===== src/sv/utf8ld_pkg.sv =====
// Package for the UTF-8 line decoder: request/response payload types,
// decoder state type and byte-class constants. No dependencies.
package utf8ld_pkg;

   localparam logic [7:0] LEAD_ASCII_MASK = 8'h80;
   localparam logic [7:0] LEAD_3B_MASK    = 8'hE0;
   localparam logic [7:0] LEAD_2B_MASK    = 8'hC0;
   localparam logic [7:0] LOW4_MASK       = 8'h0F;
   localparam logic [7:0] LOW5_MASK       = 8'h1F;
   localparam logic [7:0] LOW6_MASK       = 8'h3F;

   localparam logic [15:0] CHAR_NL  = 16'h000A;
   localparam logic [15:0] CHAR_CR  = 16'h000D;
   localparam logic [15:0] CHAR_NUL = 16'h0000;

   localparam logic [1:0] PEND_NONE = 2'd0;
   localparam logic [1:0] PEND_ONE  = 2'd1;
   localparam logic [1:0] PEND_TWO  = 2'd2;

   typedef struct packed {
      logic [7:0] data_byte;
      logic       end_of_stream;
   } req_type;

   typedef struct packed {
      logic [15:0] code_point;
      logic        char_valid;
      logic        end_of_line;
      logic        bad_sequence;
   } rsp_type;

   typedef struct packed {
      logic [1:0] bytes_pending;
      logic [9:0] partial_bits;
   } dec_state_type;

endpackage


===== src/sv/utf8_line_decoder.sv =====
// Top level of the UTF-8 line decoder: handshake, sequence state and
// response register. Depends on utf8ld_pkg and utf8ld_decode.

// Decodes a UTF-8 byte stream (sequences of up to three bytes) into 16-bit
// code points, one byte per request, and marks line ends at newline or at a
// byte flagged as end of stream. Carriage returns and zeros are dropped;
// lead bytes of multi-byte sequences give no response unless so flagged. A
// request is taken every cycle while the response register is empty or being
// drained, so the block sustains one byte per clock; each response is
// registered. Throughput is set only by the one response register draining.
module utf8_line_decoder import utf8ld_pkg::*; (
   input  logic    clock,
   input  logic    reset,
   input  logic    req_valid,
   output logic    req_ready,
   input  req_type req_payload,
   output logic    rsp_valid,
   input  logic    rsp_ready,
   output rsp_type rsp_payload
);

   dec_state_type state_ff, state_in;
   rsp_type       rsp_ff;
   rsp_type       rsp_in;
   logic          rsp_valid_ff, rsp_valid_in;
   logic          rsp_present;
   logic          req_take;

   assign req_ready = !rsp_valid_ff || rsp_ready;
   assign req_take  = req_valid && req_ready;

   utf8ld_decode u_decode (
      .state       (state_ff),
      .req         (req_payload),
      .state_next  (state_in),
      .rsp         (rsp_in),
      .rsp_present (rsp_present)
   );

   always_comb begin
      rsp_valid_in = rsp_valid_ff;
      if (req_take) begin
         rsp_valid_in = rsp_present;
      end else if (rsp_ready) begin
         rsp_valid_in = 1'b0;
      end
   end

   always_ff @(posedge clock) begin
      if (reset) begin
         state_ff     <= '0;
         rsp_valid_ff <= 1'b0;
      end else begin
         rsp_valid_ff <= rsp_valid_in;
         if (req_take) begin
            state_ff <= state_in;
         end
      end
   end

   // hold the response until taken
   always_ff @(posedge clock) begin
      if (req_take && rsp_present) begin
         rsp_ff <= rsp_in;
      end
   end

   assign rsp_valid   = rsp_valid_ff;
   assign rsp_payload = rsp_ff;

endmodule


===== src/sv/utf8ld_decode.sv =====
// Combinational decode of one byte against the current sequence state.
// Produces the next state and the response, if any. Depends on utf8ld_pkg.
module utf8ld_decode import utf8ld_pkg::*; (
   input  dec_state_type state,
   input  req_type       req,
   output dec_state_type state_next,
   output rsp_type       rsp,
   output logic          rsp_present
);

   logic [15:0] acc;
   logic [15:0] cp;
   logic        have_char;
   logic        bad;
   logic        eol;
   logic        char_ok;
   logic [1:0]  pend_dec;

   assign acc      = {state.partial_bits, req.data_byte[5:0] & LOW6_MASK[5:0]};
   assign pend_dec = state.bytes_pending - 2'd1;

   always_comb begin
      state_next = state;
      cp         = CHAR_NUL;
      have_char  = 1'b0;
      bad        = 1'b0;
      if (state.bytes_pending == PEND_NONE) begin
         if ((req.data_byte & LEAD_ASCII_MASK) == 8'h00) begin
            cp        = {8'h00, req.data_byte};
            have_char = 1'b1;
         end else if ((req.data_byte & LEAD_3B_MASK) == LEAD_3B_MASK) begin
            state_next.bytes_pending = PEND_TWO;
            state_next.partial_bits  = {6'd0, req.data_byte[3:0] & LOW4_MASK[3:0]};
         end else if ((req.data_byte & LEAD_2B_MASK) == LEAD_2B_MASK) begin
            state_next.bytes_pending = PEND_ONE;
            state_next.partial_bits  = {5'd0, req.data_byte[4:0] & LOW5_MASK[4:0]};
         end else begin
            // stray continuation byte: drop it, flag it
            bad = 1'b1;
         end
      end else begin
         state_next.bytes_pending = pend_dec;
         if (pend_dec == PEND_NONE) begin
            cp                      = acc;
            have_char               = 1'b1;
            state_next.partial_bits = 10'd0;
         end else begin
            state_next.partial_bits = acc[9:0];
         end
      end

      eol     = have_char && (cp == CHAR_NL);
      char_ok = have_char && (cp != CHAR_NL) && (cp != CHAR_CR) && (cp != CHAR_NUL);

      if (req.end_of_stream) begin
         eol = 1'b1;
         if (state_next.bytes_pending != PEND_NONE) begin
            bad = 1'b1;
         end
         state_next.bytes_pending = PEND_NONE;
         state_next.partial_bits  = 10'd0;
      end

      rsp.code_point   = char_ok ? cp : CHAR_NUL;
      rsp.char_valid   = char_ok;
      rsp.end_of_line  = eol;
      rsp.bad_sequence = bad;
      rsp_present      = char_ok || eol || bad;
   end

endmodule


===== config.mk =====
export PLATFORM = sky130hd
export DESIGN_NAME = utf8_line_decoder
export DESIGN_NICKNAME = d
export VERILOG_FILES = /design/src/sv/utf8ld_pkg.sv /design/src/sv/utf8_line_decoder.sv /design/src/sv/utf8ld_decode.sv
export SDC_FILE = /design/constraint.sdc
export NUM_CORES = 1
export LEC_CHECK = 0
export BUFFER_PORTS_ARGS = -buffer_cell sky130_fd_sc_hd__buf_2
export CORE_MARGIN = 2
export CORE_UTILIZATION = 50
export CTS_CLUSTER_DIAMETER = 40
export DETAILED_ROUTE_END_ITERATION = 8
export GPL_TIMING_DRIVEN = 0
export PLACE_DENSITY = 0.78
export SYNTH_ARGS = -nofsm -noshare
export SYNTH_HDL_FRONTEND = slang
export SYNTH_SLANG_ARGS = --single-unit
export TNS_END_PERCENT = 100

===== constraint.sdc =====
create_clock -name clock -period 6.8 [get_ports clock]
set_clock_uncertainty 0.05 [all_clocks]
set_input_delay 0.34 -clock clock [delete_from_list [all_inputs] [get_ports clock]]
set_output_delay 0.34 -clock clock [all_outputs]
set_load 0.02 [all_outputs]

==> results of run 1 <==
-- through the flow --
| stage | cells | hold slack [ns] | worst slack, ns | instance area, um^2 | utilization |
|---|---|---|---|---|---|
| floorplan | 130 | 0.358 | 4.26 | 1430 | - |
| global placement | 194 | 0.405 | 3.69 | 1630 | 0.596 |
| detailed placement | 195 | 0.411 | 4.57 | 1650 | 0.604 |
| CTS | 203 | 0.170 | 4.64 | 1730 | 0.632 |
| global route | 203 | 0.174 | 4.46 | 1730 | 0.632 |
| finish | 203 | 0.181 | 4.63 | 1730 | 0.632 |
-- logic make-up after synthesis --
logic type / count (synthesis)
buffers and inverters: 8
AOI/OAI and AO/OA: 29
and+or+nand+nor: 60
muxes: 1
DFF: 32
-- critical path: cells and delay by family, from the launching register on --
family / cells / cell delay [ns]
and+or+nand+nor: 2 / 0.82
AOI/OAI and AO/OA: 2 / 0.47
DFF: 1 / 0.35
buffers and inverters: 1 / 0.25
-- placed cells by master (no fill, tap or decap), types with 2 or more instances in the layout --
cell                       count
sky130_fd_sc_hd__a21boi_0      4
sky130_fd_sc_hd__a21oi_1       9
sky130_fd_sc_hd__a22oi_1       4
sky130_fd_sc_hd__a31oi_1       2
sky130_fd_sc_hd__and2_1       10
sky130_fd_sc_hd__and3_1        2
sky130_fd_sc_hd__buf_2        35
sky130_fd_sc_hd__clkbuf_1      3
sky130_fd_sc_hd__clkbuf_4      5
sky130_fd_sc_hd__dfxtp_1      13
sky130_fd_sc_hd__edfxtp_1     19
sky130_fd_sc_hd__inv_1         4
sky130_fd_sc_hd__nand2_1      11
sky130_fd_sc_hd__nand3_1       6
sky130_fd_sc_hd__nor2_1       12
sky130_fd_sc_hd__nor2b_1       2
sky130_fd_sc_hd__nor3_1        5
sky130_fd_sc_hd__or4_1         2
-- worst paths after layout --
path,from,endpoint,slack (ns),depth (start not counted)
setup / recovery,state_ff[6]$_SDFFE_PP0P_,rsp_payload[11]$_SDFFCE_PN0P_,4.63,5
hold / removal,reset,state_ff[9]$_SDFFE_PP0P_,0.18,2
setup reg to reg,state_ff[6]$_SDFFE_PP0P_,rsp_payload[11]$_SDFFCE_PN0P_,4.63,5
hold reg to reg,state_ff[4]$_SDFFE_PP0P_,state_ff[4]$_SDFFE_PP0P_,0.43,2
-- layout make-up --
type                            instances  area, um^2
Buffer                                  4        17.5
Clock buffer                            6        41.3
Clock inverter                          2        35.0
Fill cell                             222        1010
Inverter                                4        15.0
Multi-Input combinational cell         90         569
Sequential cell                        32         831
Tap cell                               31        38.8
Timing Repair Buffer                   34         180
-- metal layers --
metal	vias up	global-route usage	share of wire
li1	563	-	-
met1	560	0.273	0.43
met2	56	0.318	0.47
met3	8	0.0612	0.079
met4	0	0.0731	0.019
met5	-	0	0
-- Yosys cell counts (2+ instances only) --
master,count
sky130_fd_sc_hd__nand3_1,6
sky130_fd_sc_hd__nor3_1,5
sky130_fd_sc_hd__a21boi_0,4
sky130_fd_sc_hd__clkbuf_1,2
sky130_fd_sc_hd__dfxtp_1,13
sky130_fd_sc_hd__and2_1,10
sky130_fd_sc_hd__buf_2,2
sky130_fd_sc_hd__a31oi_1,3
sky130_fd_sc_hd__or4_1,2
sky130_fd_sc_hd__a22oi_1,4
sky130_fd_sc_hd__inv_1,4
sky130_fd_sc_hd__nor2_1,12
sky130_fd_sc_hd__nand2_1,11
sky130_fd_sc_hd__nor2b_1,2
sky130_fd_sc_hd__edfxtp_1,19
sky130_fd_sc_hd__and3_1,2
sky130_fd_sc_hd__a21oi_1,9
-- power by group through the flow --
stage,registers (W),logic (W),clock network (W)
finish,0.000218,0.0000546,0.000141
global route,0.000218,0.0000590,0.000150
CTS,0.000218,0.0000547,0.000143
detailed placement,0.000222,0.0000545,0
global placement,0.000222,0.0000509,0
floorplan,0.000233,0.0000214,0
-- state kept, by name, summed over array words and instances, names as in the netlist --
| signal | count |
|---|---|
| rsp_valid | 1 |
| rsp_payload | 19 |
| state_ff | 12 |
==> flow_summary_export.csv, run 1 <==
group,metric,value,unit
status,status,"complete, no violations",
logic_synthesis,post_synth_fa_ha_maj_area_fraction,0,
timing,report.final.slew_viol_count,0,
logic_synthesis,post-synth-top-area-fraction,0.400,
logic_synthesis,synth_nets,143,
cts,postCtsSetupRepairBufs,0,
cts,ctsHtreeMaxLevel,2,
logic_synthesis,post_synth.cell_area_avg,11.0,um^2
timing,final-setup-viol-count,0,
critical_path,timing_worst_setup_path_type,"flop to flop",
power_and_ir_drop,share_comb_of_total_power,0.132,
placed_design,buffer_ports.inserted,33,
logic_synthesis,ys_dominant_reg_cell,"sky130_fd_sc_hd__edfxtp_1",
drt,post_drt_wl_per_cell,15.4,um
floorplan,dieHeight,57.4,um
floorplan,die_width,57.4,um
power_and_ir_drop,clkPwrFrac,0.341,
logic_synthesis,netlist.top_cell.by_area,"sky130_fd_sc_hd__edfxtp_1",
timing,worstMarginPinSlew,0.586,ns
critical_path,slowest_stage,"sky130_fd_sc_hd__nor3_2",
layout,drive_gt1_frac,0.297,
critical_path,worst-path-max-fanout,14,
logic_synthesis,synth-seq-area-share,0.582,
timing,unrepaired_setup_endpoints_after_global_routing,"no",
cts,cts_tree,"done",
critical_path,cp.required,6.85,ns
timing,slew_headroom,0.607,
cts,cts_buffers,5,
timing,final_number_of_hold_violating_endpoints,0,
logic_synthesis,number_of_synthesized_flops_with_an_enable_pin,19,
cts,clock_sinks,32,
logic_synthesis,syn_inst,130,
cts,post_cts_resize_count,0,
logic_synthesis,synth_compound_area_frac,0.157,
drt,post_drt_via_cell_ratio,5.85,
floorplan,pin_count,34,
global_routing,grt_first_pass_wirelength,5060,um
critical_path,arrival,2.22,ns
critical_path,critical_path.startpoint_type,"flop",
placed_design,detailed_place_hpwl,2240,um
floorplan,floorplan_die_area,0.00330,mm^2
run,max_cap_viol_count,0,
placed_design,gp_congestion,0.937,
timing,finalCriticalPeriod,2.17,ns
drt,drt_first_pass_iters,4,
logic_synthesis,synth-async-reset-ratio,0,
floorplan,initial_core_util,0.522,
logic_synthesis,synth_simple_gate_area_frac,0.231,
floorplan,total_core_area,0.00273,mm^2
logic_synthesis,mappedNetlistArea,0.00143,mm^2
logic_synthesis,yosys_register_bits,32,
power_and_ir_drop,power,0.000413,W
layout,design.final.nets,184,
timing,fmax,0.460,GHz
global_routing,vias_in_the_first_global_route,1042,
logic_synthesis,synth-xor-area-share,0,
power_and_ir_drop,cellPowerDensity,239,mW/mm^2
global_routing,antenna_found_initial,0,
timing,setup_total_negative_slack,0,ns
drt,postRouteAntennaNets,0,
critical_path,worst_setup_path_end_kind,"flop",
power_and_ir_drop,switching_part_of_the_total_power,0.249,
power_and_ir_drop,worst_ir_drop_vdd,193,uV
global_routing,groute.usage.overall,0.205,
timing,layout_worst_path_cycle_share,0.320,
global_routing,overflow,0,
critical_path,timing.critical_path.slowest_cell_delay,0.52,ns
layout,flow.area_growth_from_synthesis,21.1,%
logic_synthesis,synth_area_leaders,"sky130_fd_sc_hd__edfxtp_1, sky130_fd_sc_hd__dfxtp_1, sky130_fd_sc_hd__and2_1, sky130_fd_sc_hd__a21oi_1, sky130_fd_sc_hd__nor2_1",
cts,clock_latency,0.33,ns
power_and_ir_drop,cellLeakagePower,0.672,nW
drt,first_iter_violations,49,
cts,clockRootBuffer,"sky130_fd_sc_hd__clkbuf_4",
cts,clock_tree.buffer_depth,2,
layout,antenna-diode-count,0,
logic_synthesis,synth_top_family_by_area,"simple AND/OR/NAND/NOR gates",
global_routing,pin_count_of_the_biggest_net_entering_global_routing,15,
drt,via_count,1187,
critical_path,worstPathCellList,"nor4_1 -> a31oi_1 -> nor3_2 -> a31oi_2 -> buf_8",
floorplan,row_count,19,
power_and_ir_drop,pwr-share-seq,0.527,
logic_synthesis,synth.mux.area_fraction,0.00702,
power_and_ir_drop,p_sw,0.000103,W
logic_synthesis,yosysWarningCount,0,
logic_synthesis,ys_types,37,
hold_path,holdCritPathClass,"input port to flop",
power_and_ir_drop,cell_internal_pwr,0.000310,W
drt,remaining_drc_errors,0,
cts,post_cts_hold_buffer_count,0,
cts,clk_transition_reported_paths,0.10,ns
drt,drt-total-wl,3120,um
Note: power is estimated with default switching activity, not from simulation.
==> run 2: changes to the inputs <==
--- a/config.mk
+++ b/config.mk
@@ -5,13 +5,14 @@
 export SDC_FILE = /design/constraint.sdc
 export NUM_CORES = 1
 export LEC_CHECK = 0
+export ABC_AREA = 1
 export BUFFER_PORTS_ARGS = -buffer_cell sky130_fd_sc_hd__buf_2
 export CORE_MARGIN = 2
-export CORE_UTILIZATION = 50
+export CORE_UTILIZATION = 47
 export CTS_CLUSTER_DIAMETER = 40
 export DETAILED_ROUTE_END_ITERATION = 8
 export GPL_TIMING_DRIVEN = 0
-export PLACE_DENSITY = 0.78
+export PLACE_DENSITY = 0.77
 export SYNTH_ARGS = -nofsm -noshare
 export SYNTH_HDL_FRONTEND = slang
 export SYNTH_SLANG_ARGS = --single-unit
==> constraint.sdc (replaced) <==
create_clock -name clock -period 1.9 [get_ports clock]
set_clock_uncertainty 0.05 [all_clocks]
set_input_delay 0.095 -clock clock [delete_from_list [all_inputs] [get_ports clock]]
set_output_delay 0.095 -clock clock [all_outputs]
set_load 0.02 [all_outputs]
==> run 2 against run 1 <==
Effect of this change:
- the run now ends with negative setup slack left
- synthesized area up 4.1%
- combinational power grew to 5.7 times the previous value
- flip-flop and latch count unchanged
- core utilization rose by 4.3 points
- worst setup slack worse by 4.7 ns
- sequential share of layout area fell by 7.2 points
- clock power increased by 150%
- global-route usage is 2.6 points lower
==> flow_summary_export.csv, run 2 <==
group,metric,value,unit
placed_design,buffer_ports.inserted,33,
global_routing,grt_first_pass_wirelength,4640,um
timing,final.hold.worst_slack,0.0122,ns
global_routing,overflow,0,
layout,layout.area.seq,836,um^2
critical_path,arrival,1.97,ns
timing,final_number_of_hold_violating_endpoints,0,
cts,clock_sinks,32,
layout,design.final.nets,238,
critical_path,cp_num_buf_inv,4,
logic_synthesis,synth-seq-area-share,0.559,
power_and_ir_drop,cellLeakagePower,0.961,nW
layout,fillers,223,
floorplan,total_core_area,0.00303,mm^2
cts,clk_transition_reported_paths,0.09,ns
cts,clock_latency,0.32,ns
logic_synthesis,yosysWarningCount,0,
placed_design,detailed_place_hpwl,2110,um
drt,first_iter_violations,37,
cts,clock_tree.buffer_depth,2,
layout,leading_cell_type_in_the_layout_fill_and_taps_excluded,"sky130_fd_sc_hd__buf_2",
critical_path,worst-r2r-cell-count,11,
logic_synthesis,synth.top_cells.by_count,"sky130_fd_sc_hd__nand2_1, sky130_fd_sc_hd__inv_1, sky130_fd_sc_hd__nor2_1",
timing,layout_worst_path_cycle_share,1.02,
layout,largest_register_ff_count,19,
timing,finalWorstSetupSlack,-0.0316,ns
hold_path,holdCritPathClass,"input port to flop",
logic_synthesis,yosys.cell_count.top_type,"sky130_fd_sc_hd__nand2_1",
logic_synthesis,ys_types,25,
global_routing,grt_use_met2,0.297,
hold_path,whs_path_depth,3,
placed_design,post-place-cells,249,
timing,finalCriticalPeriod,1.93,ns
critical_path,critPathTopFamily,"simple AND/OR/NAND/NOR gates",
timing,final-setup-viol-count,14,
drt,drt_first_pass_iters,4,
drt,remaining_drc_errors,0,
critical_path,critical_path.startpoint_type,"flop",
power_and_ir_drop,worst_ir_drop_vdd,419,uV
timing,slew_headroom,0.698,
layout,layout_common_cells,"sky130_fd_sc_hd__buf_2, sky130_fd_sc_hd__inv_1, sky130_fd_sc_hd__nand2_1",
floorplan,initial_core_util,0.490,
global_routing,pin_count_of_the_biggest_net_entering_global_routing,20,
global_routing,grt.busiest_layer,"met2",
global_routing,global_route.usage.met3,0.0606,
critical_path,crit_cells,11,
critical_path,cp.required,1.94,ns
logic_synthesis,mappedNetlistArea,0.00149,mm^2
logic_synthesis,post-synth-top-area-fraction,0.384,
layout,drive_gt1_frac,0.367,
logic_synthesis,synth-async-reset-ratio,0,
cts,clockRootBuffer,"sky130_fd_sc_hd__clkbuf_4",
critical_path,worstPathCellList,"inv_4 -> buf_8 -> nand3_4 -> nand3_1 -> nor2_2 -> nand3_2 -> nor2_2 -> nand2_1 -> nand2_2 -> clkinvlp_4 -> clkbuf_16",
placed_design,gp_congestion,0.954,
drt,post_drt_via_cell_ratio,5.01,
timing,report.final.slew_viol_count,0,
timing,fmax,0.518,GHz
critical_path,worst_path_most_repeated_cell,"sky130_fd_sc_hd__nor2_2",
cts,cts_buffers,5,
drt,post_drt_wl_per_cell,12.6,um
power_and_ir_drop,cellPowerDensity,715,mW/mm^2
critical_path,worst-path-max-fanout,9,
logic_synthesis,syn_inst,172,
layout,multiInputGateArea,603,um^2
timing,unrepaired_setup_endpoints_after_global_routing,"yes",
logic_synthesis,synth_nets,185,
global_routing,vias_in_the_first_global_route,1102,
logic_synthesis,netlist.top_cell.by_area,"sky130_fd_sc_hd__edfxtp_1",
critical_path,worst_setup_path_end_kind,"flop",
placed_design,place_worst_setup_slack,-0.247,ns
drt,postRouteAntennaNets,0,
global_routing,antenna_found_initial,0,
critical_path,timing_worst_setup_path_type,"flop to flop",
critical_path,timing.critical_path.slowest_cell_delay,0.39,ns
cts,ctsHtreeMaxLevel,2,
run,max_cap_viol_count,0,
logic_synthesis,yosys_register_bits,32,
layout,antenna-diode-count,0,
global_routing,groute.usage.overall,0.179,
logic_synthesis,number_of_synthesized_flops_with_an_enable_pin,19,
status,failed_checks,"negative setup slack",
logic_synthesis,post_synth.cell_area_avg,8.63,um^2
floorplan,row_count,20,
floorplan,die_width,60.2,um
critical_path,slowest_stage,"sky130_fd_sc_hd__dfxtp_4",
timing,worstMarginPinSlew,0.454,ns
floorplan,dieHeight,60.2,um
floorplan,pin_count,34,
cts,cts_tree,"done",
global_routing,grt_use_met1,0.211,
status,status,"finished with violations",
layout,flow.area_growth_from_synthesis,37.6,%
layout,finalNonFillerCells,270,
logic_synthesis,ys_dominant_reg_cell,"sky130_fd_sc_hd__edfxtp_1",
floorplan,floorplan_die_area,0.00363,mm^2
logic_synthesis,synth_area_leaders,"sky130_fd_sc_hd__edfxtp_1, sky130_fd_sc_hd__dfxtp_1, sky130_fd_sc_hd__nand2_1, sky130_fd_sc_hd__inv_1, sky130_fd_sc_hd__nand3_1",
drt,drt-total-wl,3410,um
drt,via_count,1352,
-- run 2: final timing paths --
kind                        startpoint                             to  slack [ns]
min reg2reg   state_ff[9]$_SDFFE_PP0P_       state_ff[9]$_SDFFE_PP0P_        0.45
max          state_ff[11]$_SDFFE_PP0P_  rsp_payload[13]$_SDFFCE_PN0P_       -0.03
min                     req_payload[6]       state_ff[5]$_SDFFE_PP0P_        0.01
max reg2reg  state_ff[11]$_SDFFE_PP0P_  rsp_payload[13]$_SDFFCE_PN0P_       -0.03
-- run 2: cell families (layout without fill, tap and decap cells) --
kind of cell	after synthesis	count (layout)	share of synthesized area
buffers and inverters	35	89	0.0969
AO/OA/AOI/OAI	23	23	0.0885
AND/OR/NAND/NOR	82	82	0.255
flip-flops	32	32	0.559
-- run 2: worst min-delay path: stages --
cell	delay (ns)
sky130_fd_sc_hd__buf_2	0.11
sky130_fd_sc_hd__nand3_1	0.08
sky130_fd_sc_hd__a21oi_1	0.06
-- run 2: power breakdown --
part	leakage, nW	switching, W	internal (W)
Combinational	0.636	0.000188	0.000123
Clock	0.0293	0.000207	0.000144
Sequential	0.295	0.0000157	0.000784
-- run 2: layer usage --
metal / vias up / wire length [um]
met5: - / 0
li1: 668 / -
met2: 57 / 1710
met4: 0 / 140
met3: 15 / 202
met1: 612 / 1350
-- run 2: repair_timing --
item | 4_1_cts | 5_1_grt
setup endpoints to repair | 19 | 19
gates resized for setup | 2 | 28
buffers inserted | 1 | 7
gates cloned | 0 | 3
endpoints found under the hold margin | 2 | 0
hold buffers | 2 | 0
pin swaps | 0 | 1
-- run 2: final cells by class --
class                           instances  share of cell area
Timing Repair Buffer                   46               0.163
Multi-Input combinational cell        105               0.295
Inverter                               31              0.0600
Sequential cell                        32               0.409
Clock buffer                            7              0.0220
Tap cell                               44              0.0269
Clock inverter                          1             0.00245
Buffer                                  4              0.0214
-- run 2: through the flow --
stage	utilization	instance area (um^2)	setup TNS [ns]	total power, W
after floorplan	-	1490	0	0.000972
after global placement	0.564	1710	-4.18	0.00104
after detailed placement	0.564	1710	-4.67	0.00104
after CTS	0.596	1810	0	0.00141
after global routing	0.675	2040	-2.12	0.00154
final	0.675	2040	-0.365	0.00146
